===== config.mk =====
export PLATFORM = sky130hd
export DESIGN_NAME = saw_queue
export DESIGN_NICKNAME = d
export VERILOG_FILES = /design/src/rtl/core/saw_pkg.sv /design/src/rtl/core/saw_queue.sv
export SDC_FILE = /design/constraint.sdc
export NUM_CORES = 1
export LEC_CHECK = 0
export BUFFER_PORTS_ARGS = -buffer_cell sky130_fd_sc_hd__buf_2
export CAP_MARGIN = 30
export CORE_MARGIN = 3
export CORE_UTILIZATION = 52
export DETAILED_ROUTE_END_ITERATION = 12
export GPL_ROUTABILITY_DRIVEN = 0
export HOLD_SLACK_MARGIN = 0.12
export PLACE_DENSITY = 0.86
export SLEW_MARGIN = 20
export SYNTH_ARGS = -nofsm -noshare
export SYNTH_HDL_FRONTEND = slang
export SYNTH_SLANG_ARGS = --single-unit

===== constraint.sdc =====
create_clock -name clk -period 7.6 [get_ports clk]
set_input_delay 1.52 -clock clk [delete_from_list [all_inputs] [get_ports clk]]
set_output_delay 1.52 -clock clk [all_outputs]
set_load 0.03 [all_outputs]

===== src/rtl/core/saw_pkg.sv =====
// Shared types and constants for the stop-and-wait ARQ endpoint.
// No dependencies; every other file of the block but saw_chan_if imports this package.
`default_nettype none

package saw_pkg;

  // Frame size limits used by the header checks.
  localparam int HEADER_BYTES = 12;
  localparam int MAX_PAYLOAD  = 1024;

  // Default depth of the queue between the front and the back.
  localparam int QUEUE_DEPTH_DEF = 2;

  // Configuration port address width: six 32-bit registers at 4*i.
  localparam int CFG_ADDR_W = 5;

  typedef enum logic [2:0] {
    REG_LOCAL_SESSION = 3'd0,
    REG_RETRY_TICKS   = 3'd1,
    REG_RETRY_LIMIT   = 3'd2,
    REG_MAGIC_WORD    = 3'd3,
    REG_DATA_TYPE     = 3'd4,
    REG_ACK_TYPE      = 3'd5
  } reg_idx_t;

  typedef enum logic [3:0] {
    EV_NONE      = 4'd0,
    EV_FIRST     = 4'd1,
    EV_RESEND    = 4'd2,
    EV_GAVEUP    = 4'd3,
    EV_ACKED     = 4'd4,
    EV_DELIVERED = 4'd5,
    EV_DUP       = 4'd6,
    EV_GAP       = 4'd7,
    EV_MALFORMED = 4'd8,
    EV_FULL      = 4'd9
  } ev_t;

  // Classification made by the front.
  typedef enum logic [1:0] {
    KIND_TICK = 2'd0,
    KIND_DATA = 2'd1,
    KIND_ACK  = 2'd2,
    KIND_BAD  = 2'd3
  } kind_t;

  typedef struct packed {
    logic [31:0] local_session;
    logic [15:0] retry_ticks;
    logic [7:0]  retry_limit;
    logic [15:0] magic_word;
    logic [7:0]  data_type_code;
    logic [7:0]  ack_type_code;
  } cfg_t;

  typedef struct packed {
    logic        mode;
    logic [31:0] now;
    logic        tx_pending;
    logic        rx_room;
    logic [10:0] frame_len;
    logic [15:0] frame_magic;
    logic [7:0]  frame_type;
    logic [31:0] frame_session;
    logic [31:0] frame_seq;
  } in_item_t;

  typedef struct packed {
    logic        send_data;
    logic [31:0] data_seq;
    logic        send_ack;
    logic [31:0] ack_session;
    logic [31:0] ack_seq;
    logic        deliver;
    logic        release_tx;
    ev_t         event_res;
  } out_item_t;

  // Classified item handed from the front to the back.
  typedef struct packed {
    kind_t       kind;
    logic        tx_pending;
    logic        rx_room;
    logic [31:0] now;
    logic [31:0] now_plus;    // now + retry_ticks, the next resend deadline
    logic [31:0] session;
    logic [31:0] seq;
    logic [31:0] seq_m1;      // seq - 1
    logic        sess_local;  // session equals local_session
  } item_t;

endpackage

`default_nettype wire


===== src/rtl/core/saw_queue.sv =====
// Short first-in first-out queue of classified items between front and back.
// Depends on saw_pkg.
`default_nettype none

module saw_queue
  import saw_pkg::*;
#(
  parameter int Depth = QUEUE_DEPTH_DEF
) (
  input  logic  clk,
  input  logic  rst_n,
  input  logic  wr_valid,
  output logic  wr_ready,
  input  item_t wr_item,
  output logic  rd_valid,
  input  logic  rd_ready,
  output item_t rd_item
);

  localparam int PtrW = (Depth > 1) ? $clog2(Depth) : 1;
  localparam int CntW = $clog2(Depth + 1);

  item_t            q_r [Depth];
  logic [PtrW-1:0]  wr_ptr_r, wr_ptr_nxt;
  logic [PtrW-1:0]  rd_ptr_r, rd_ptr_nxt;
  logic [CntW-1:0]  count_r, count_nxt;
  logic             push, pop;

  assign wr_ready = count_r != CntW'(Depth);
  assign rd_valid = count_r != '0;
  assign push     = wr_valid && wr_ready;
  assign pop      = rd_valid && rd_ready;
  assign rd_item  = q_r[rd_ptr_r];

  always_comb begin
    wr_ptr_nxt = wr_ptr_r;
    rd_ptr_nxt = rd_ptr_r;
    if (push) begin
      wr_ptr_nxt = (wr_ptr_r == PtrW'(Depth - 1)) ? '0 : wr_ptr_r + PtrW'(1);
    end
    if (pop) begin
      rd_ptr_nxt = (rd_ptr_r == PtrW'(Depth - 1)) ? '0 : rd_ptr_r + PtrW'(1);
    end
    unique case ({push, pop})
      2'b10:   count_nxt = count_r + CntW'(1);
      2'b01:   count_nxt = count_r - CntW'(1);
      default: count_nxt = count_r;
    endcase
  end

  always_ff @(posedge clk) begin
    if (!rst_n) begin
      wr_ptr_r <= '0;
      rd_ptr_r <= '0;
      count_r  <= '0;
    end else begin
      wr_ptr_r <= wr_ptr_nxt;
      rd_ptr_r <= rd_ptr_nxt;
      count_r  <= count_nxt;
    end
  end

  always_ff @(posedge clk) begin
    if (push) begin
      q_r[wr_ptr_r] <= wr_item;
    end
  end

endmodule

`default_nettype wire


# Yosys cells after proc, flatten, opt, wreduce, memory -nomap -nowiden
# Memory sizes are Yosys's and may differ from the RTL's. A register that Yosys moved wholly into a read port is not among the register bits.
# Cells that the tools add are included.
word_totals:
  mem_bits_rw: 330
  n_memories: 1
  word_cells: 22
  out_inout_bits: 167
  reg_bits: 4
classes:
  reduce_logical: 4
  eq_ne: 3
  mux: 7
  add_sub_neg: 4
memory_table:
  columns: ["memory", "depth", "word_bits", "read_ports", "rd_clocked_by_memory_dff", "write_ports", "line", "rtl"]
  rows:
  - ["q_r", 2, 165, 1, 1, 1, "saw_queue.sv:23", "item_t q_r [Depth];"]
op_table:
  columns: ["operator", "n"]
  rows:
  - ["1-bit two-way mux", 6]
  - ["2-bit case mux with 2 select lines", 1]
  - ["2-bit nonzero test", 2]
  - ["1-bit adder (second input constant)", 2]
  - ["2-bit by 1-bit adder with 2-bit output (second input constant)", 1]
  - ["2-bit by 1-bit equality test with 1-bit output (second input constant)", 1]
  - ["2-bit equality test (second input constant)", 1]
  - ["1-bit logical AND", 2]
  - ["2-bit != test (second input constant)", 1]
  - ["2-bit by 1-bit subtractor with 2-bit output (second input constant)", 1]

# Depth between registers and ports, before layout
depth:
  word_depth: 4
  ltp_mapped: 6

# Worst setup path after synthesis
# No wires, ideal clock.
synth_path:
  path_type: "input to register"
  from: "in wr_valid"
  to: "mem q_r[1][0] (netlist name) (enable)"
  t_required_ns: 7.054
  stages: 1
  setup_time_ns: 0.546
  arrival_time_ns: 5.350
  n_path_buf: 0
  setup_slack_ns: 1.704
  path_cell_list: "and3_1"
synth_via:
  elab_chain_cells: 3
synth_rtl:
  columns: ["element", "line", "rtl"]
  rows:
  - ["start, declared", "saw_queue.sv:12", "input logic wr_valid,"]
  - ["1-bit logical AND", "saw_queue.sv:31", "assign push = wr_valid && wr_ready;"]
  - ["1-bit two-way mux", "saw_queue.sv:64", "if (push) begin"]
  - ["1-bit two-way mux (not written as such)", "saw_queue.sv:65", "q_r[wr_ptr_r] <= wr_item;"]
  - ["end, declared", "saw_queue.sv:23", null]
# No other way between the ends.

==> results.cfg <==
[status]
status = finished, final reports clean

[logic_synthesis]
syn-num-nets = 707
syn_inst = 537
yosys_warnings = 0
synthArstFlopShare = 0
syn_area_sq_um = 12130
ys.flop_type = edfxtp_1
synth_top_area_frac = 0.8169
synth.area.top_cells = edfxtp_1 82%, mux2_2 15%, buf_4 0.93%, dfxtp_1 0.83%, xnor2_1 0.22%
yosys.area.top_type = edfxtp_1
synth_cell_types = 21
synth-seq-cells = 335
ys_seq_area_frac = 0.8252
synth-edff-count = 330
synth_area_per_cell_sq_um = 22.59

[sta]
rsz0062_at_grt = false
tightest_slew_ns = 0.9051
finalHoldViolations = 0
slew_violations = 0
fmax_mhz = 234.0
min_period_ns = 4.274
tns_ns = 0
skew_ns = 0.01911
max-slew-margin-rel = 0.3966
finalSetupViolCount = 0
finalCritPeriodShare = 0.5623

[critical_path]
worstPathCellList = buf_4, mux2_2, buf_2
cp_slowest_stage_delay_ns = 0.79
crit_family = buffers and inverters
crit_required_ns = 6.08
crit_buf_inv = 2
slowest_stage = buf_4
end_kind = output port
critPathKind = flip-flop to output port
rrSetupSlack_ns = 5.10
cp.arrival_ns = 2.75
critPathLaunchType = flip-flop
crit_fanout = 65

[finish]
fillers = 1477
regArea_sq_um = 10010
multi_input_area_sq_um = 1994
final_cells = 1236
fin_nets = 1067
layout-drive-gt1-share = 0.6069
area_growth_pct = 26.16

[detailed_routing]
wl_per_cell_um = 19.11
drc = 0
drtPass1Iterations = 6
first_iter_violations = 322
routed-via-count = 6352
drt.antenna.violating_nets = 0
wl_um = 23620
avgViaCountPerCell = 5.139

[power]
powerDensity_nw_per_um2 = 381.2
leakage_uw = 0.005694
sw_frac_of_total = 0.3217
peakVddDrop_uv = 282.0
p_int_uw = 3957
seqPwrFrac = 0.417
power_frac_clock = 0.288
pwr-share-comb = 0.296
power_switching_uw = 1876
power.total_uw = 5833

[clocking]
hold_buffers = 0
cts.root.buffer_cell = clkbuf_16
clock_path_buffers = 3
cts.sinks = 335
clk_latency_ns = 0.50
ctsResizeCount = 0
cts_tree = yes
path_clk_slew_ns = 0.07
cts_setup_buffers = 0
cts_buffers = 35
h-tree-depth = 2

[hold_path]
hold_path_class = flip-flop to flip-flop

[die]
die_w_um = 158.7
die_area_sq_um = 25200
start_util = 0.5325
coreArea_sq_um = 22780
io_pins = 336
die_h_um = 158.7
num_rows = 55

[placed_design]
place_hpwl_um = 15380
io_buffers = 335
dp_cells = 1172

[global_route]
grt_pass1_vias = 6885
antenna_found_initial = 4
grt_max_degree = 100
overflow = 0
grt_usage = 0.1846
grt_pass1_wl_um = 36760

[job]
maxCapViolations = 0
-- power by group through the flow --
stage                     registers [uW]  clock network, uW  logic [uW]
after global placement              2450                  0        1700
after global routing                2460               1790        1820
after CTS                           2440               1720        1730
final                               2430               1680        1720
after detailed placement            2470                  0        1720
after floorplan                     2450                  0        1310
-- state kept, by name, indices dropped and copies added, names as in the netlist, named ones only --
register  cells
rd_ptr_r      1
q_r         330
count_r       2
wr_ptr_r      1
-- area by class of cell --
class                   instances  share of cell area
diodes                          2           0.0003270
clock buffers                  45             0.06312
clock inverters                16             0.01194
inverters                       1           0.0005723
multi-input cells             183              0.1303
flip-flops and latches        335              0.6543
well taps                     313             0.02559
repair buffers                341              0.1138
-- worst min-delay path: cells and delay by family (launching register included) --
| kind | cells | cell delay (ns) |
|---|---|---|
| AOI/OAI and AO/OA | 2 | 0.14 |
| DFF | 1 | 0.34 |
-- final timing paths --
kind,from,to,cells after the start
worst max-delay path,flip-flop,rd_item[125],3
worst min-delay path,count_r[1],count_r[1],2
worst max register to register,count_r[0],q_r[1][24],3
worst min register to register,count_r[1],count_r[1],2
-- Yosys cell counts, types with 2 or more instances --
master	instances
buf_2	3
buf_4	15
edfxtp_1	330
dfxtp_1	5
nor2b_1	2
mux2_2	165
xnor2_1	3
-- cells in the final DEF, fill, tap and decap left out, types with 2 or more instances in the layout --
master / instances
nor2b_1: 2
mux2_2: 165
clkbuf_16: 37
clkinv_2: 3
buf_2: 335
clkinv_4: 2
edfxtp_1: 330
bufinv_16: 4
xnor2_1: 3
clkbuf_1: 7
buf_4: 5
clkinv_1: 6
dfxtp_1: 4
diode_2: 2
-- logic make-up (layout without fill, tap and decap cells) --
| group | after synthesis | count (layout) | synth area share |
|---|---|---|---|
| muxes | 165 | 165 | 0.1532 |
| xor gates and xnor gates | 3 | 3 | 0.002166 |
| DFF | 335 | 335 | 0.8252 |
| adders and majority gates | 1 | 1 | 0.001031 |
| AOI/OAI and AO/OA | 5 | 5 | 0.003095 |
| other | 0 | 2 | 0 |
| buffers and inverters | 19 | 403 | 0.01083 |
| and+or+nand+nor | 9 | 9 | 0.004540 |
-- stage by stage --
step | hold WS, ns | instance area (sq um) | utilization | setup slack (ns)
after floorplan | 0.4787 | 12130 | - | 1.704
after global placement | 0.5004 | 14120 | 0.6200 | 3.820
after detailed placement | 0.5144 | 14120 | 0.6200 | 3.767
after CTS | 0.5243 | 15270 | 0.6704 | 3.293
after global routing | 0.5480 | 15300 | 0.6718 | 3.180
final | 0.5176 | 15300 | 0.6718 | 3.326
-- routing by layer --
metal | global-route usage | wire length [um]
met1 | 0.2121 | 8801
met2 | 0.3169 | 11820
met3 | 0.06209 | 2010
met4 | 0.07998 | 963
met5 | 0 | 30
Power figures use the tool's default switching activity.
