File: src/rtl/core/saw_pkg.sv
// Shared types and constants for the stop-and-wait ARQ endpoint.
// No dependencies; every other file of the block but saw_chan_if imports this package.
`default_nettype none

package saw_pkg;

  // Frame size limits used by the header checks.
  localparam int HEADER_BYTES = 12;
  localparam int MAX_PAYLOAD  = 1024;

  // Default depth of the queue between the front and the back.
  localparam int QUEUE_DEPTH_DEF = 2;

  // Configuration port address width: six 32-bit registers at 4*i.
  localparam int CFG_ADDR_W = 5;

  typedef enum logic [2:0] {
    REG_LOCAL_SESSION = 3'd0,
    REG_RETRY_TICKS   = 3'd1,
    REG_RETRY_LIMIT   = 3'd2,
    REG_MAGIC_WORD    = 3'd3,
    REG_DATA_TYPE     = 3'd4,
    REG_ACK_TYPE      = 3'd5
  } reg_idx_t;

  typedef enum logic [3:0] {
    EV_NONE      = 4'd0,
    EV_FIRST     = 4'd1,
    EV_RESEND    = 4'd2,
    EV_GAVEUP    = 4'd3,
    EV_ACKED     = 4'd4,
    EV_DELIVERED = 4'd5,
    EV_DUP       = 4'd6,
    EV_GAP       = 4'd7,
    EV_MALFORMED = 4'd8,
    EV_FULL      = 4'd9
  } ev_t;

  // Classification made by the front.
  typedef enum logic [1:0] {
    KIND_TICK = 2'd0,
    KIND_DATA = 2'd1,
    KIND_ACK  = 2'd2,
    KIND_BAD  = 2'd3
  } kind_t;

  typedef struct packed {
    logic [31:0] local_session;
    logic [15:0] retry_ticks;
    logic [7:0]  retry_limit;
    logic [15:0] magic_word;
    logic [7:0]  data_type_code;
    logic [7:0]  ack_type_code;
  } cfg_t;

  typedef struct packed {
    logic        mode;
    logic [31:0] now;
    logic        tx_pending;
    logic        rx_room;
    logic [10:0] frame_len;
    logic [15:0] frame_magic;
    logic [7:0]  frame_type;
    logic [31:0] frame_session;
    logic [31:0] frame_seq;
  } in_item_t;

  typedef struct packed {
    logic        send_data;
    logic [31:0] data_seq;
    logic        send_ack;
    logic [31:0] ack_session;
    logic [31:0] ack_seq;
    logic        deliver;
    logic        release_tx;
    ev_t         event_res;
  } out_item_t;

  // Classified item handed from the front to the back.
  typedef struct packed {
    kind_t       kind;
    logic        tx_pending;
    logic        rx_room;
    logic [31:0] now;
    logic [31:0] now_plus;    // now + retry_ticks, the next resend deadline
    logic [31:0] session;
    logic [31:0] seq;
    logic [31:0] seq_m1;      // seq - 1
    logic        sess_local;  // session equals local_session
  } item_t;

endpackage

`default_nettype wire

File: src/rtl/core/saw_chan_if.sv
// Valid/ready channel interface carrying one payload type per instance.
// Depends on nothing; the payload types come from saw_pkg at instantiation.
`default_nettype none

interface saw_chan_if #(
  parameter type payload_t = logic
) ();

  logic     valid;
  logic     ready;
  payload_t payload;

  modport source (output valid, output payload, input ready);
  modport sink   (input valid, input payload, output ready);

endinterface

`default_nettype wire

File: src/rtl/core/saw_back.sv
// Back part: holds the protocol state, carries out classified items and
// registers one result per item. Depends on saw_pkg and saw_chan_if.
`default_nettype none

module saw_back
  import saw_pkg::*;
(
  input  logic        clk,
  input  logic        rst_n,
  input  cfg_t        cfg,
  input  logic        rd_valid,
  output logic        rd_ready,
  input  item_t       rd_item,
  saw_chan_if.source  out_ch
);

  logic [31:0] seq_alloc_r,    seq_alloc_nxt;
  logic        in_flight_r,    in_flight_nxt;
  logic [31:0] sent_seq_r,     sent_seq_nxt;
  logic [8:0]  retry_r,        retry_nxt;
  logic [31:0] deadline_r,     deadline_nxt;
  logic        peer_valid_r,   peer_valid_nxt;
  logic [31:0] peer_session_r, peer_session_nxt;
  logic [31:0] peer_last_r,    peer_last_nxt;
  logic        out_valid_r,    out_valid_nxt;
  out_item_t   out_r,          out_nxt;

  logic        load;
  logic [31:0] time_diff, seq_diff;
  logic        due, behind, is_new, is_next, give_up;
  logic [8:0]  retry_inc;

  assign rd_ready = !out_valid_r || out_ch.ready;
  assign load     = rd_valid && rd_ready;

  // Wrapping order tests use the sign of the 32-bit difference.
  assign time_diff = rd_item.now - deadline_r;
  assign due       = !time_diff[31];
  assign seq_diff  = rd_item.seq - peer_last_r;
  assign behind    = seq_diff[31] || (rd_item.seq == peer_last_r);
  assign is_new    = !peer_valid_r || (rd_item.session != peer_session_r);
  assign is_next   = rd_item.seq_m1 == peer_last_r;
  assign retry_inc = retry_r + 9'd1;
  assign give_up   = retry_inc > {1'b0, cfg.retry_limit};

  always_comb begin
    seq_alloc_nxt    = seq_alloc_r;
    in_flight_nxt    = in_flight_r;
    sent_seq_nxt     = sent_seq_r;
    retry_nxt        = retry_r;
    deadline_nxt     = deadline_r;
    peer_valid_nxt   = peer_valid_r;
    peer_session_nxt = peer_session_r;
    peer_last_nxt    = peer_last_r;
    out_nxt          = '0;
    out_nxt.event_res = EV_NONE;

    unique case (rd_item.kind)
      KIND_TICK: begin
        if (rd_item.tx_pending) begin
          if (!in_flight_r) begin
            sent_seq_nxt      = seq_alloc_r;
            seq_alloc_nxt     = seq_alloc_r + 32'd1;
            in_flight_nxt     = 1'b1;
            retry_nxt         = '0;
            deadline_nxt      = rd_item.now_plus;
            out_nxt.send_data = 1'b1;
            out_nxt.data_seq  = seq_alloc_r;
            out_nxt.event_res = EV_FIRST;
          end else if (due) begin
            if (give_up) begin
              out_nxt.release_tx = 1'b1;
              in_flight_nxt      = 1'b0;
              retry_nxt          = '0;
              out_nxt.event_res  = EV_GAVEUP;
            end else begin
              retry_nxt         = retry_inc;
              deadline_nxt      = rd_item.now_plus;
              out_nxt.send_data = 1'b1;
              out_nxt.data_seq  = sent_seq_r;
              out_nxt.event_res = EV_RESEND;
            end
          end
        end
      end
      KIND_DATA: begin
        if (is_new || is_next) begin
          // A new session is adopted even when the ring turns out to be full.
          peer_valid_nxt   = 1'b1;
          peer_session_nxt = rd_item.session;
          if (rd_item.rx_room) begin
            peer_last_nxt       = rd_item.seq;
            out_nxt.deliver     = 1'b1;
            out_nxt.send_ack    = 1'b1;
            out_nxt.ack_session = rd_item.session;
            out_nxt.ack_seq     = rd_item.seq;
            out_nxt.event_res   = EV_DELIVERED;
          end else begin
            peer_last_nxt     = rd_item.seq_m1;
            out_nxt.event_res = EV_FULL;
          end
        end else if (behind) begin
          out_nxt.send_ack    = 1'b1;
          out_nxt.ack_session = rd_item.session;
          out_nxt.ack_seq     = rd_item.seq;
          out_nxt.event_res   = EV_DUP;
        end else begin
          out_nxt.event_res = EV_GAP;
        end
      end
      KIND_ACK: begin
        if (in_flight_r && rd_item.sess_local && (rd_item.seq == sent_seq_r)) begin
          out_nxt.release_tx = 1'b1;
          in_flight_nxt      = 1'b0;
          retry_nxt          = '0;
          out_nxt.event_res  = EV_ACKED;
        end
      end
      KIND_BAD: begin
        out_nxt.event_res = EV_MALFORMED;
      end
      default: begin
        out_nxt.event_res = EV_NONE;
      end
    endcase
  end

  assign out_valid_nxt = load || (out_valid_r && !out_ch.ready);

  always_ff @(posedge clk) begin
    if (!rst_n) begin
      seq_alloc_r    <= 32'd1;
      in_flight_r    <= 1'b0;
      sent_seq_r     <= '0;
      retry_r        <= '0;
      deadline_r     <= '0;
      peer_valid_r   <= 1'b0;
      peer_session_r <= '0;
      peer_last_r    <= '0;
      out_valid_r    <= 1'b0;
    end else begin
      out_valid_r <= out_valid_nxt;
      if (load) begin
        seq_alloc_r    <= seq_alloc_nxt;
        in_flight_r    <= in_flight_nxt;
        sent_seq_r     <= sent_seq_nxt;
        retry_r        <= retry_nxt;
        deadline_r     <= deadline_nxt;
        peer_valid_r   <= peer_valid_nxt;
        peer_session_r <= peer_session_nxt;
        peer_last_r    <= peer_last_nxt;
      end
    end
  end

  always_ff @(posedge clk) begin
    if (load) begin
      out_r <= out_nxt;
    end
  end

  assign out_ch.valid   = out_valid_r;
  assign out_ch.payload = out_r;

`ifndef ASSERT_OFF
  a_flight_starts_with_first: assert property (@(posedge clk) disable iff (!rst_n)
    $rose(in_flight_r) |-> out_valid_r && (out_r.event_res == EV_FIRST))
    else $error("frame went in flight without a first send result");

  a_release_ends_flight: assert property (@(posedge clk) disable iff (!rst_n)
    out_valid_r && out_r.release_tx |->
      !in_flight_r && (out_r.event_res == EV_GAVEUP || out_r.event_res == EV_ACKED))
    else $error("release result does not match the flight state");

  a_send_matches_flight: assert property (@(posedge clk) disable iff (!rst_n)
    out_valid_r && out_r.send_data |-> in_flight_r && (out_r.data_seq == sent_seq_r))
    else $error("sent sequence differs from the frame in flight");
`endif

endmodule

`default_nettype wire
File: src/flat_wrapper.sv
// flat-port wrapper written by rule: the top's interface ports become plain ports
module saw_back_flat import saw_pkg::*;
  (clk, rst_n, cfg, rd_valid, rd_ready, rd_item, out_ch_valid, out_ch_payload, out_ch_ready);
  saw_chan_if out_ch_i ();
  input  logic clk;
  input  logic rst_n;
  input  cfg_t cfg;
  input  logic rd_valid;
  output logic rd_ready;
  input  item_t rd_item;
  output wire logic [$bits(out_ch_i.valid)-1:0] out_ch_valid;
  output wire logic [$bits(out_ch_i.payload)-1:0] out_ch_payload;
  input wire logic [$bits(out_ch_i.ready)-1:0] out_ch_ready;
  assign out_ch_valid = out_ch_i.valid;
  assign out_ch_payload = out_ch_i.payload;
  assign out_ch_i.ready = out_ch_ready;
  saw_back u_core (.clk(clk), .rst_n(rst_n), .cfg(cfg), .rd_valid(rd_valid), .rd_ready(rd_ready), .rd_item(rd_item), .out_ch(out_ch_i));
endmodule
File: config.mk
export PLATFORM = sky130hd
export DESIGN_NAME = saw_back_flat
export DESIGN_NICKNAME = d
export VERILOG_FILES = /design/src/rtl/core/saw_pkg.sv /design/src/rtl/core/saw_chan_if.sv /design/src/rtl/core/saw_back.sv /design/src/flat_wrapper.sv
export SDC_FILE = /design/constraint.sdc
export NUM_CORES = 1
export LEC_CHECK = 0
export BUFFER_PORTS_ARGS = -buffer_cell sky130_fd_sc_hd__buf_2
export CAP_MARGIN = 15
export CORE_ASPECT_RATIO = 1.75
export CORE_MARGIN = 10
export CORE_UTILIZATION = 58
export DETAILED_ROUTE_END_ITERATION = 8
export GPL_ROUTABILITY_DRIVEN = 0
export PLACE_DENSITY = 0.87
export SETUP_SLACK_MARGIN = 0.1
export SLEW_MARGIN = 0
export SYNTH_ARGS = -nofsm -noshare
export SYNTH_HDL_FRONTEND = slang
export SYNTH_SLANG_ARGS = --single-unit
File: constraint.sdc
create_clock -name clk -period 6.2 [get_ports clk]
set_input_delay 0.62 -clock clk [delete_from_list [all_inputs] [get_ports clk]]
set_output_delay 0.62 -clock clk [all_outputs]
set_load 0.02 [all_outputs]
Word-level counts from Yosys, hierarchy flattened --
Index checks and enable logic that the tools add are counted.
Operators by class: bitwise logic cells 1, magnitude comparators 1, multiplexer cells 23, add/sub/neg operators 4, reduce and logical (&&, ||, !) cells 19, eq/ne operators 12
Operators by type and width (number):
- $mux W32 | 4
- $eq A32 B32 Y1 | 3
- $sub A32 B32 Y32 | 2
- $mux W9 | 5
- $add A32 B1 Y32 const B | 1
- $ne A32 B32 Y1 | 1
- $pmux W9 S2 | 1
- $mux W1 | 11
- $reduce_and A5 Y1 | 2
- $add A9 B1 Y9 const B | 1
- $gt A9 B8 Y1 | 1
- $reduce_and A4 Y1 | 2
- $ne A2 B2 Y1 const B | 3
- $logic_or A1 B1 Y1 | 5
- $eq A2 B2 Y1 const B | 2
- $logic_and A1 B1 Y1 | 4
- $pmux W1 S4 | 1
- $logic_not A1 Y1 | 3
- $ne A3 B3 Y1 const B | 1
- $reduce_and A3 Y1 | 1
- $eq A2 B1 Y1 const B | 1
- $logic_not A2 Y1 | 1
- $ne A2 B1 Y1 const B | 1
- $pmux W1 S2 | 1
- 2 further kinds | 2
Storage, ports and cells: output and inout bits 3, register bits 173, input port bits 257, logic and storage cells 70

Longest topological paths before layout --
Gate-level depths: netlist of the first run.
depth after elaboration 7, mapped depth 14, mapped depth without buffers 13

Worst setup path before layout of the first run --
Ideal clock, no wire load.
path type reg-to-reg, start point reg u_core.retry_r[2], end point reg u_core.retry_r[0], cell stages (with the launch flop) 13, arrival time 2.740 ns, data required time 6.130 ns, path slack 3.389 ns, buffers on the path 1, clock period less this slack 2.811 ns, library setup time 0.070 ns, cell sequence dfxtp_1 and3_1 and3_1 nand3_1 xnor2_1 ha_1 nand4_1 o221ai_1 o211ai_1 or2_2 buf_1 or4_1 a21oi_1
Between the ends: word-level cells in the longest chain between the ends 7
Ends and longest elaborated chain:
- from (decl) | RTL line saw_back.sv:20 | logic [8:0] retry_r, retry_nxt;
- from (signal assigned) | RTL line saw_back.sv:147 | retry_r <= retry_nxt;
- $add A9 B1 Y9 | RTL line saw_back.sv:43 | assign retry_inc = retry_r + 9'd1;
- $gt A9 B8 Y1 | RTL line saw_back.sv:44 | assign give_up = retry_inc > {1'b0, cfg.retry_limit};
- $mux W9 | RTL line saw_back.sv:71 | if (give_up) begin
- $mux W9 | RTL line saw_back.sv:70 | end else if (due) begin
- $mux W9 | RTL line saw_back.sv:61 | if (!in_flight_r) begin
- $mux W9 | RTL line saw_back.sv:60 | if (rd_item.tx_pending) begin
- $pmux W9 S2 | RTL line saw_back.sv:58 | unique case (rd_item.kind)
Every way passes these cells. The select of a mux whose other input is x is not followed. A chain may end at the register's enable or synchronous reset.

Final worst setup path of the first run --
start point reg u_core.retry_r[2], end point reg u_core.deadline_r[30]
Between the ends: word-level cells in the longest chain between the ends 4
Ends and longest elaborated chain:
- $add A9 B1 Y9 | RTL line saw_back.sv:43
- $gt A9 B8 Y1 | RTL line saw_back.sv:44
- $ne A2 B2 Y1 (no line)
- $reduce_and A5 Y1 (no line)
- to (signal assigned) | RTL line saw_back.sv:148 | deadline_r <= deadline_nxt;
- to (decl) | RTL line saw_back.sv:21 | logic [31:0] deadline_r, deadline_nxt;
Every way passes these cells.

==> results of run 1 <==
## sequential cells by signal, summed over array words and instances (netlist names), 9 cells and up
signal / flops
u_core.seq_alloc_r: 32
u_core.retry_r: 9
u_core.deadline_r: 32
u_core.peer_last_r: 32
u_core.peer_session_r: 32
u_core.sent_seq_r: 32
## placed cells by master (no fill, tap or decap), types with 7 or more instances in the layout
cell,count
clkbuf_16,17
nor4_1,19
nand2_1,168
mux2i_1,69
ha_1,71
or3_1,12
nand3_1,18
inv_1,83
nor3_1,16
a211oi_1,63
a21oi_1,73
xnor2_1,42
and3_1,7
buf_2,179
nor2b_1,32
nor2_1,74
clkinv_8,7
o21ai_0,24
xor2_1,87
dfxtp_1,172
a21o_1,11
nand4_1,30
## per-layer routing
metal  vias up  global-route usage  part of all wire
li1       4357                   -                 -
met1      4092               0.215              0.37
met2       258               0.413              0.53
met3        71              0.0589             0.056
met4         2               0.126             0.044
met5         -                   0           0.00050
## final cells by class
type / instances / area, µm²
inverters: 84 / 318
clock buffers: 17 / 425
repair buffers: 184 / 933
clock inverters: 15 / 194
multi-input cells: 869 / 5900
fillers: 1381 / 5340
well taps: 227 / 284
flip-flops and latches: 173 / 3470
diodes: 2 / 5.00
## cells in the mapped netlist (11+ instances only)
library cell and n:
inv_1 83, nand2_1 169, mux2i_1 69, nand3_1 18, ha_1 71, a21o_1 11
nand4_1 30, nor4_1 19, xnor2_1 42, or3_1 12, a21oi_1 73, dfxtp_1 172
clkbuf_1 39, nor3_1 16, xor2_1 87, a211oi_1 63, nor2_1 74, o21ai_0 24
nor2b_1 32
## stage by stage
stage,setup WS (ns),total power [W]
2_1_floorplan,3.39,0.00138
3_3_place_gp,2.43,0.00151
3_5_place_dp,2.43,0.00152
4_1_cts,2.52,0.00260
5_1_grt,2.22,0.00268
6_report,2.53,0.00258
## worst reg2reg max path: cells and delay by family (launching register included)
kind,cells,cell delay [ns]
AO/OA/AOI/OAI,2,0.59
multiplexers,2,0.55
adder cells (fa/ha/maj),1,0.30
XOR/XNOR,1,0.27
flip-flops,1,0.40
AND/OR/NAND/NOR,6,1.49
## power by group through the flow
stage	registers [W]	logic [W]	clock network, W
floorplan	0.00118	0.000203	0
global placement	0.00118	0.000326	0
detailed placement	0.00118	0.000337	0
CTS	0.00116	0.000340	0.00110
global route	0.00116	0.000380	0.00114
finish	0.00116	0.000342	0.00108
## how the worst min path moves through the flow
| stage | startpoint | to | slack, ns | cells after the start |
|---|---|---|---|---|
| 2_1_floorplan | u_core.peer_valid_r$_SDFFE_PN0P_ | u_core.peer_valid_r$_SDFFE_PN0P_ | 0.43 | 2 |
| 3_3_place_gp | u_core.peer_valid_r$_SDFFE_PN0P_ | u_core.peer_valid_r$_SDFFE_PN0P_ | 0.44 | 2 |
| 3_5_place_dp | u_core.peer_valid_r$_SDFFE_PN0P_ | u_core.peer_valid_r$_SDFFE_PN0P_ | 0.44 | 2 |
| 4_1_cts | rd_item[98] | u_core.deadline_r[1]$_SDFFE_PN0P_ | 0.41 | 3 |
| 5_1_grt | rd_item[107] | u_core.deadline_r[10]$_SDFFE_PN0P_ | 0.41 | 3 |
| 6_report | rd_item[98] | u_core.deadline_r[1]$_SDFFE_PN0P_ | 0.42 | 3 |
## kinds of logic after synthesis
group                      Yosys count  share of synthesized area
buffers and inverters              135                     0.0530
AOI/OAI and AO/OA                  199                      0.128
DFF                                173                      0.351
adders and majority gates           71                     0.0899
xor gates and xnor gates           129                      0.114
and+or+nand+nor                    399                      0.191
muxes                               71                     0.0722
==> impl_metrics.toml, run 1 <==
[outcome]
status = "complete, no violations"

[critical_path]
worstReg2RegEnd = "u_core.deadline_r[30]$_SDFFE_PN0P_"
cp.depth = 12
worst_setup_path_start_kind = "flop"
worstSetupEndpointType = "flop"
cp_slowest_cell = "nand2_2"
worstSetupPathType = "reg2reg"
path_buf_inv = 0
critPathLaunch = "u_core.retry_r[2]$_SDFFE_PN0P_"
max_stage_delay_ns = 0.58
rr_worst_depth = 12
crit_family = "simple AND/OR/NAND/NOR gates"
cp_max_fo = 32
crit_chain = "and3_1 -> and3_1 -> nand3_1 -> xnor2_1 -> ha_1 -> nand4_1 -> o221ai_1 -> o211ai_1 -> nor3_1 -> mux2i_1 -> nand2_2 -> mux2i_1"
critPathCapture = "u_core.deadline_r[30]$_SDFFE_PN0P_"
r2r-start = "u_core.retry_r[2]$_SDFFE_PN0P_"
crit_arrival_ns = 4.03
r2r_slack_ns = 2.53
crit_required_ns = 6.55

[floorplan]
initial_core_util = 0.586
pin_count = 260
rows = 63
die_x_um = 119
dieArea_um2 = 22900
die_h_um = 193
core_um2 = 16900

[layout]
final_util = 0.683
final_nets = 1657
syn2layout_area_growth_pct = 16.6
fin_area_um2 = 11500
fin_cells = 1571
layout-drive-gt1-share = 0.169

[cts]
cts-root-buf = "clkbuf_16"
numClockSinks = 173
clk_pin_slew_ns = 0.07
cts_tree = "done"
clock_path_buffers = 2
cts_resized = 0
clkLatencyLatePin_ns = 0.44
cts_buffers = 17
cts_hold_buffers = 0
h-tree-depth = 4
post_cts_buffers = 0

[min_path]
hold_path.class = "in2reg"

[detailed_routing]
vias = 8780
wirelength_um = 26000
drt_iter0_markers = 594
ant_nets = 0
post-route-drc-count = 0
wl_per_cell_um = 16.6
first_pass_iters = 5
viasPerCell = 5.59

[sta]
fin_skew_ns = 0.0130
hold_viol_final = 0
max_slew_margin = 0.248
holdWs_ns = 0.420
setup_violations = 0
fin_crit_sh = 0.592
setup_tns_ns = 0
slew_violations = 0
fmax_ghz = 0.272
tightest_slew_ns = 1.11
period_needed_ns = 3.67
rsz0062_at_grt = "no"

[power]
p_per_area_nw_per_um2 = 224
pwr-share-clk = 0.420
swShare = 0.289
leakagePower_nw = 4.88
p_sw_w = 0.000746
seq_power_share = 0.448
peakVddDrop_mv = 0.187
combPwrFrac = 0.132
intPower_w = 0.00184

[place]
dp.cells = 1537
dp_hpwl_um = 20000
port_buffers = 179
dpl_cell_area_um2 = 10900

[synthesis]
syn_area_um2 = 9880
synth_cell_types = 52
synthArstFlopShare = 0
yosysTopAreaCell = "dfxtp_1"
yosysWarnings = 0
synth.yosys.seq_area_share = 0.351
yosysTopAreaCellShare = 0.348
syn_area_per_cell_um2 = 8.40
synth_seq_cells = 173
synthCells = 1177
syn-num-nets = 1505
synth_area_leaders = "dfxtp_1 35%, ha_1 9.0%, xor2_1 7.7%"
ys.flop_type = "dfxtp_1"
synth_edf_count = 1

[global_route]
first_global_vias = 9088
grt_max_degree = 79
antenna_found_initial = 3
grt_pass1_wl_um = 41900
grt-ovfl-total = 0
grt_use_total = 0.221

[flow_run]
drv_cap = 0
Power figures use the tool's default switching activity.
==> inputs of run 2 (changes only) <==
--- a/config.mk
+++ b/config.mk
@@ -9,10 +9,10 @@
 export CAP_MARGIN = 15
 export CORE_ASPECT_RATIO = 1.75
 export CORE_MARGIN = 10
-export CORE_UTILIZATION = 58
+export CORE_UTILIZATION = 49
 export DETAILED_ROUTE_END_ITERATION = 8
 export GPL_ROUTABILITY_DRIVEN = 0
-export PLACE_DENSITY = 0.87
+export PLACE_DENSITY = 0.78
 export SETUP_SLACK_MARGIN = 0.1
 export SLEW_MARGIN = 0
 export SYNTH_ARGS = -nofsm -noshare
==> constraint.sdc (replaced) <==
create_clock -name clk -period 3.2 [get_ports clk]
set_input_delay 0.32 -clock clk [delete_from_list [all_inputs] [get_ports clk]]
set_output_delay 0.32 -clock clk [all_outputs]
set_load 0.02 [all_outputs]
==> impl_metrics.toml, run 2 (synthesized netlist as in run 1, its figures left out) <==
[critical_path]
worstSetupEndpointType = "flop"
crit_arrival_ns = 3.28
cp_max_fo = 7
worstSetupPathType = "reg2reg"
worst_setup_path_start_kind = "flop"
crit_required_ns = 3.54

[layout]
layout-drive-gt1-share = 0.184
multi_input_area_um2 = 5930
syn2layout_area_growth_pct = 19.1
num-fill-cells = 1756
final_cell_mix = "179 x buf_2, 170 x dfxtp_1, 168 x nand2_1"
final_common_cell = "buf_2"
final_nets = 1671
seq_area_um2 = 3480

[global_route]
grt-ovfl-total = 0
grt_use_total = 0.192
grt_pass1_wl_um = 41900
grt_max_degree = 86
antenna_found_initial = 3
first_global_vias = 8860

[sta]
tightest_slew_ns = 1.04
fin_ws_ns = 0.260
fin_skew_ns = 0.00884
max_slew_margin = 0.301
fmax_ghz = 0.340
hold_viol_final = 0
setup_violations = 0
rsz0062_at_grt = "no"
setup_tns_ns = 0
slew_violations = 0
fin_crit_sh = 0.919
period_needed_ns = 2.94

[cts]
cts_hold_buffers = 0
h-tree-depth = 4
cts_tree = "done"
cts-root-buf = "clkbuf_16"
clock_path_buffers = 2
numClockSinks = 173
clk_pin_slew_ns = 0.07
clkLatencyLatePin_ns = 0.43
cts_buffers = 17

[detailed_routing]
drt_iter0_markers = 352
vias = 8688
viasPerCell = 5.42
wl_per_cell_um = 16.7
post-route-drc-count = 0
wirelength_um = 26700
first_pass_iters = 4
ant_nets = 0

[floorplan]
die_h_um = 208
die_x_um = 127
rows = 68
core_um2 = 19800
initial_core_util = 0.499
pin_count = 260
dieArea_um2 = 26500

[power]
peakVddDrop_mv = 0.394
p_per_area_nw_per_um2 = 431
leakagePower_nw = 4.98

[outcome]
status = "complete, no violations"

[min_path]
hold_path.class = "in2reg"

[place]
dp_hpwl_um = 20200
port_buffers = 179
post-place-ws_ns = 0.0166

[flow_run]
drv_cap = 0
## run 2: changes by cell type in the layout (fill, tap and decap cells not counted), sizes merged
| cell | before | now |
|---|---|---|
| clkinvlp | 0 | 2 |
| bufinv | 0 | 2 |
| clkinv | 9 | 1 |
| clkbuf | 17 | 19 |
| buf | 184 | 196 |
| inv | 90 | 94 |
| diode | 2 | 3 |
## run 2: worst paths after layout
kind                                    startpoint                            endpoint  slack, ns  cells after the start
setup / recovery    u_core.retry_r[1]$_SDFFE_PN0P_      u_core.retry_r[2]$_SDFFE_PN0P_       0.26                     12
hold reg to reg   u_core.peer_valid_r$_SDFFE_PN0P_    u_core.peer_valid_r$_SDFFE_PN0P_       0.45                      2
hold / removal                        rd_item[108]  u_core.deadline_r[11]$_SDFFE_PN0P_       0.12                      3
setup reg to reg    u_core.retry_r[1]$_SDFFE_PN0P_      u_core.retry_r[2]$_SDFFE_PN0P_       0.26                     12
## run 2: worst max-delay path, cell delays in order, from the launching register on
cell and delay (ns):
dfxtp_1 0.36, ha_2 0.23, nand3_2 0.16, nor2_2 0.18, xor2_1 0.23, ha_1 0.28
o21a_1 0.11, o221ai_1 0.16, o211ai_1 0.12, buf_4 0.17, or2_4 0.28, or3_1 0.41
o22ai_1 0.16
## run 2: area by class of cell
class	count	share of cell area
multi-input cells	869	0.504
flip-flops and latches	173	0.296
well taps	245	0.0260
inverters	84	0.0270
repair buffers	198	0.0958
clock inverters	15	0.0149
clock buffers	17	0.0361
diodes	3	0.000638
## run 2: layer usage
| layer | share of wire | wire length [µm] | vias to the layer above | GRT usage |
|---|---|---|---|---|
| li1 | - | - | 4387 | - |
| met1 | 0.37 | 9990 | 4043 | 0.193 |
| met2 | 0.54 | 14300 | 204 | 0.351 |
| met3 | 0.052 | 1390 | 54 | 0.0501 |
| met4 | 0.038 | 1020 | 0 | 0.0944 |
| met5 | 0 | 0 | - | 0 |
## run 2: power breakdown
part           internal [W]  switching (W)  total [W]  leakage, nW
Clock               0.00118       0.000966    0.00215        0.293
Combinational      0.000300       0.000379   0.000678         3.29
Sequential          0.00221      0.0000332    0.00224         1.40
Total               0.00369        0.00138    0.00507         4.98
## run 2: stage by stage
stage | utilization | hold WS (ns) | area (µm²) | total power [W] | std cells
after global routing | 0.594 | 0.109 | 11800 | 0.00527 | 1604
after global placement | 0.556 | 0.439 | 11000 | 0.00293 | 1562
final | 0.594 | 0.123 | 11800 | 0.00507 | 1604
after CTS | 0.588 | 0.109 | 11700 | 0.00510 | 1595
after floorplan | - | 0.426 | 9880 | 0.00268 | 1177
after detailed placement | 0.556 | 0.444 | 11000 | 0.00295 | 1562
## run 2: timing repair
| item | CTS | global route |
|---|---|---|
| endpoints found under the setup margin | 37 | 41 |
| gates cloned | 0 | 3 |
| pin swaps | 1 | 3 |
| resized for setup | 3 | 10 |
| hold endpoints to repair | 0 | 0 |
| setup buffers | 1 | 3 |
==> inputs of run 3 (changes only) <==
--- a/config.mk
+++ b/config.mk
@@ -9,10 +9,9 @@
 export CAP_MARGIN = 15
 export CORE_ASPECT_RATIO = 1.75
 export CORE_MARGIN = 10
-export CORE_UTILIZATION = 49
+export CORE_UTILIZATION = 25
 export DETAILED_ROUTE_END_ITERATION = 8
 export GPL_ROUTABILITY_DRIVEN = 0
-export PLACE_DENSITY = 0.78
 export SETUP_SLACK_MARGIN = 0.1
 export SLEW_MARGIN = 0
 export SYNTH_ARGS = -nofsm -noshare
==> impl_metrics.toml, run 3 (synthesized netlist as in run 1, its figures left out) <==
[place]
dp.cells = 1822
post-place-ws_ns = -0.101
dp_hpwl_um = 23100
port_buffers = 179

[cts]
h-tree-depth = 4
clk_pin_slew_ns = 0.08
numClockSinks = 173
cts_tree = "done"
cts-root-buf = "clkbuf_16"
cts_hold_buffers = 0
cts_buffers = 17
clkLatencyLatePin_ns = 0.45
clock_path_buffers = 2

[critical_path]
crit_arrival_ns = 3.27
worstSetupPathType = "reg2reg"
crit_chain = "ha_1 -> buf_4 -> xor2_2 -> ha_1 -> a21o_1 -> a21o_1 -> a21oi_1 -> o211ai_1 -> buf_4 -> nor3_1 -> mux2i_1 -> nand2_2 -> buf_12 -> buf_12 -> mux2i_1"
crit_required_ns = 3.58
cp_max_fo = 12
max_stage_delay_ns = 0.37
cp_slowest_cell = "dfxtp_4"
worstSetupEndpointType = "flop"
worst_setup_path_start_kind = "flop"

[flow_run]
drv_cap = 0

[sta]
tightest_slew_ns = 0.887
period_needed_ns = 2.89
max_slew_margin = 0.403
fmax_ghz = 0.346
setup_violations = 0
holdWs_ns = 0.109
setup_tns_ns = 0
fin_crit_sh = 0.903
hold_viol_final = 0
fin_ws_ns = 0.310
fin_skew_ns = 0.0169
slew_violations = 0
rsz0062_at_grt = "no"

[floorplan]
rows = 96
core_um2 = 39200
pin_count = 260
die_x_um = 170
initial_core_util = 0.252
dieArea_um2 = 48200
die_h_um = 283

[detailed_routing]
drt_iter0_markers = 348
wirelength_um = 29900
post-route-drc-count = 0
first_pass_iters = 7
viasPerCell = 4.72
wl_per_cell_um = 16.1
vias = 8783
ant_nets = 0

[layout]
final_cell_mix = "179 x buf_2, 170 x dfxtp_1, 168 x nand2_1"
layout-drive-gt1-share = 0.194
num-fill-cells = 4149
final_util = 0.312
syn2layout_area_growth_pct = 23.6
fin_cells = 1862
final_common_cell = "buf_2"
final_nets = 1684

[global_route]
grt_use_total = 0.120
grt-ovfl-total = 0
first_global_vias = 8899
antenna_found_initial = 5
grt_pass1_wl_um = 45800
grt_max_degree = 79

[power]
leakagePower_nw = 5.05
peakVddDrop_mv = 0.321
p_per_area_nw_per_um2 = 416

[outcome]
status = "complete, no violations"

[min_path]
hold_path.class = "in2reg"
==> run 3: power by group <==
group	switching, W	leakage (nW)	internal, W
registers	0.0000324	1.40	0.00220
clock network	0.00108	0.284	0.00105
logic	0.000395	3.36	0.000313
==> run 3: area by class of cell <==
class / instances / area [µm²] / share of cell area
repair buffers: 211 / 1260 / 0.103
clock buffers: 17 / 425 / 0.0348
inverters: 84 / 318 / 0.0260
multi-input cells: 869 / 5950 / 0.487
flip-flops and latches: 173 / 3480 / 0.285
diodes: 3 / 7.51 / 0.000615
clock inverters: 15 / 169 / 0.0138
well taps: 490 / 613 / 0.0502
==> run 3: worst max-delay path, delay by kind of cell (launching register included) <==
kind,cells,cell delay [ns]
muxes,2,0.30
xor gates and xnor gates,1,0.14
DFF,1,0.37
AOI/OAI and AO/OA,4,0.59
adders and majority gates,2,0.52
buffers and inverters,4,0.64
and+or+nand+nor,2,0.26
==> run 3: path summary, 6_finish.rpt <==
kind                                                       start                                  to  slack (ns)  cells after the start
worst max-delay path              u_core.retry_r[0]$_SDFFE_PN0P_  u_core.deadline_r[28]$_SDFFE_PN0P_        0.31                     15
worst min-delay path                                rd_item[120]  u_core.deadline_r[23]$_SDFFE_PN0P_        0.11                      3
worst max register to register    u_core.retry_r[0]$_SDFFE_PN0P_  u_core.deadline_r[28]$_SDFFE_PN0P_        0.31                     15
worst min register to register  u_core.peer_valid_r$_SDFFE_PN0P_    u_core.peer_valid_r$_SDFFE_PN0P_        0.45                      2
==> run 3: repair_timing <==
item,CTS,global route
setup endpoints to repair,37,72
buffers inserted,0,2
gates cloned,0,3
gates resized for setup,4,15
pin swaps,0,2
==> run 3: metal layers <==
layer | GRT usage | share of wire
met1 | 0.119 | 0.38
met5 | 0 | 0.0016
met2 | 0.226 | 0.54
met3 | 0.0311 | 0.051
met4 | 0.0530 | 0.027
==> run 3: per-stage QoR <==
stage | power [W] | area (µm²)
3_3_place_gp | 0.00298 | 11500
4_1_cts | 0.00515 | 12100
5_1_grt | 0.00531 | 12200
2_1_floorplan | 0.00268 | 9880
6_report | 0.00508 | 12200
3_5_place_dp | 0.00299 | 11500
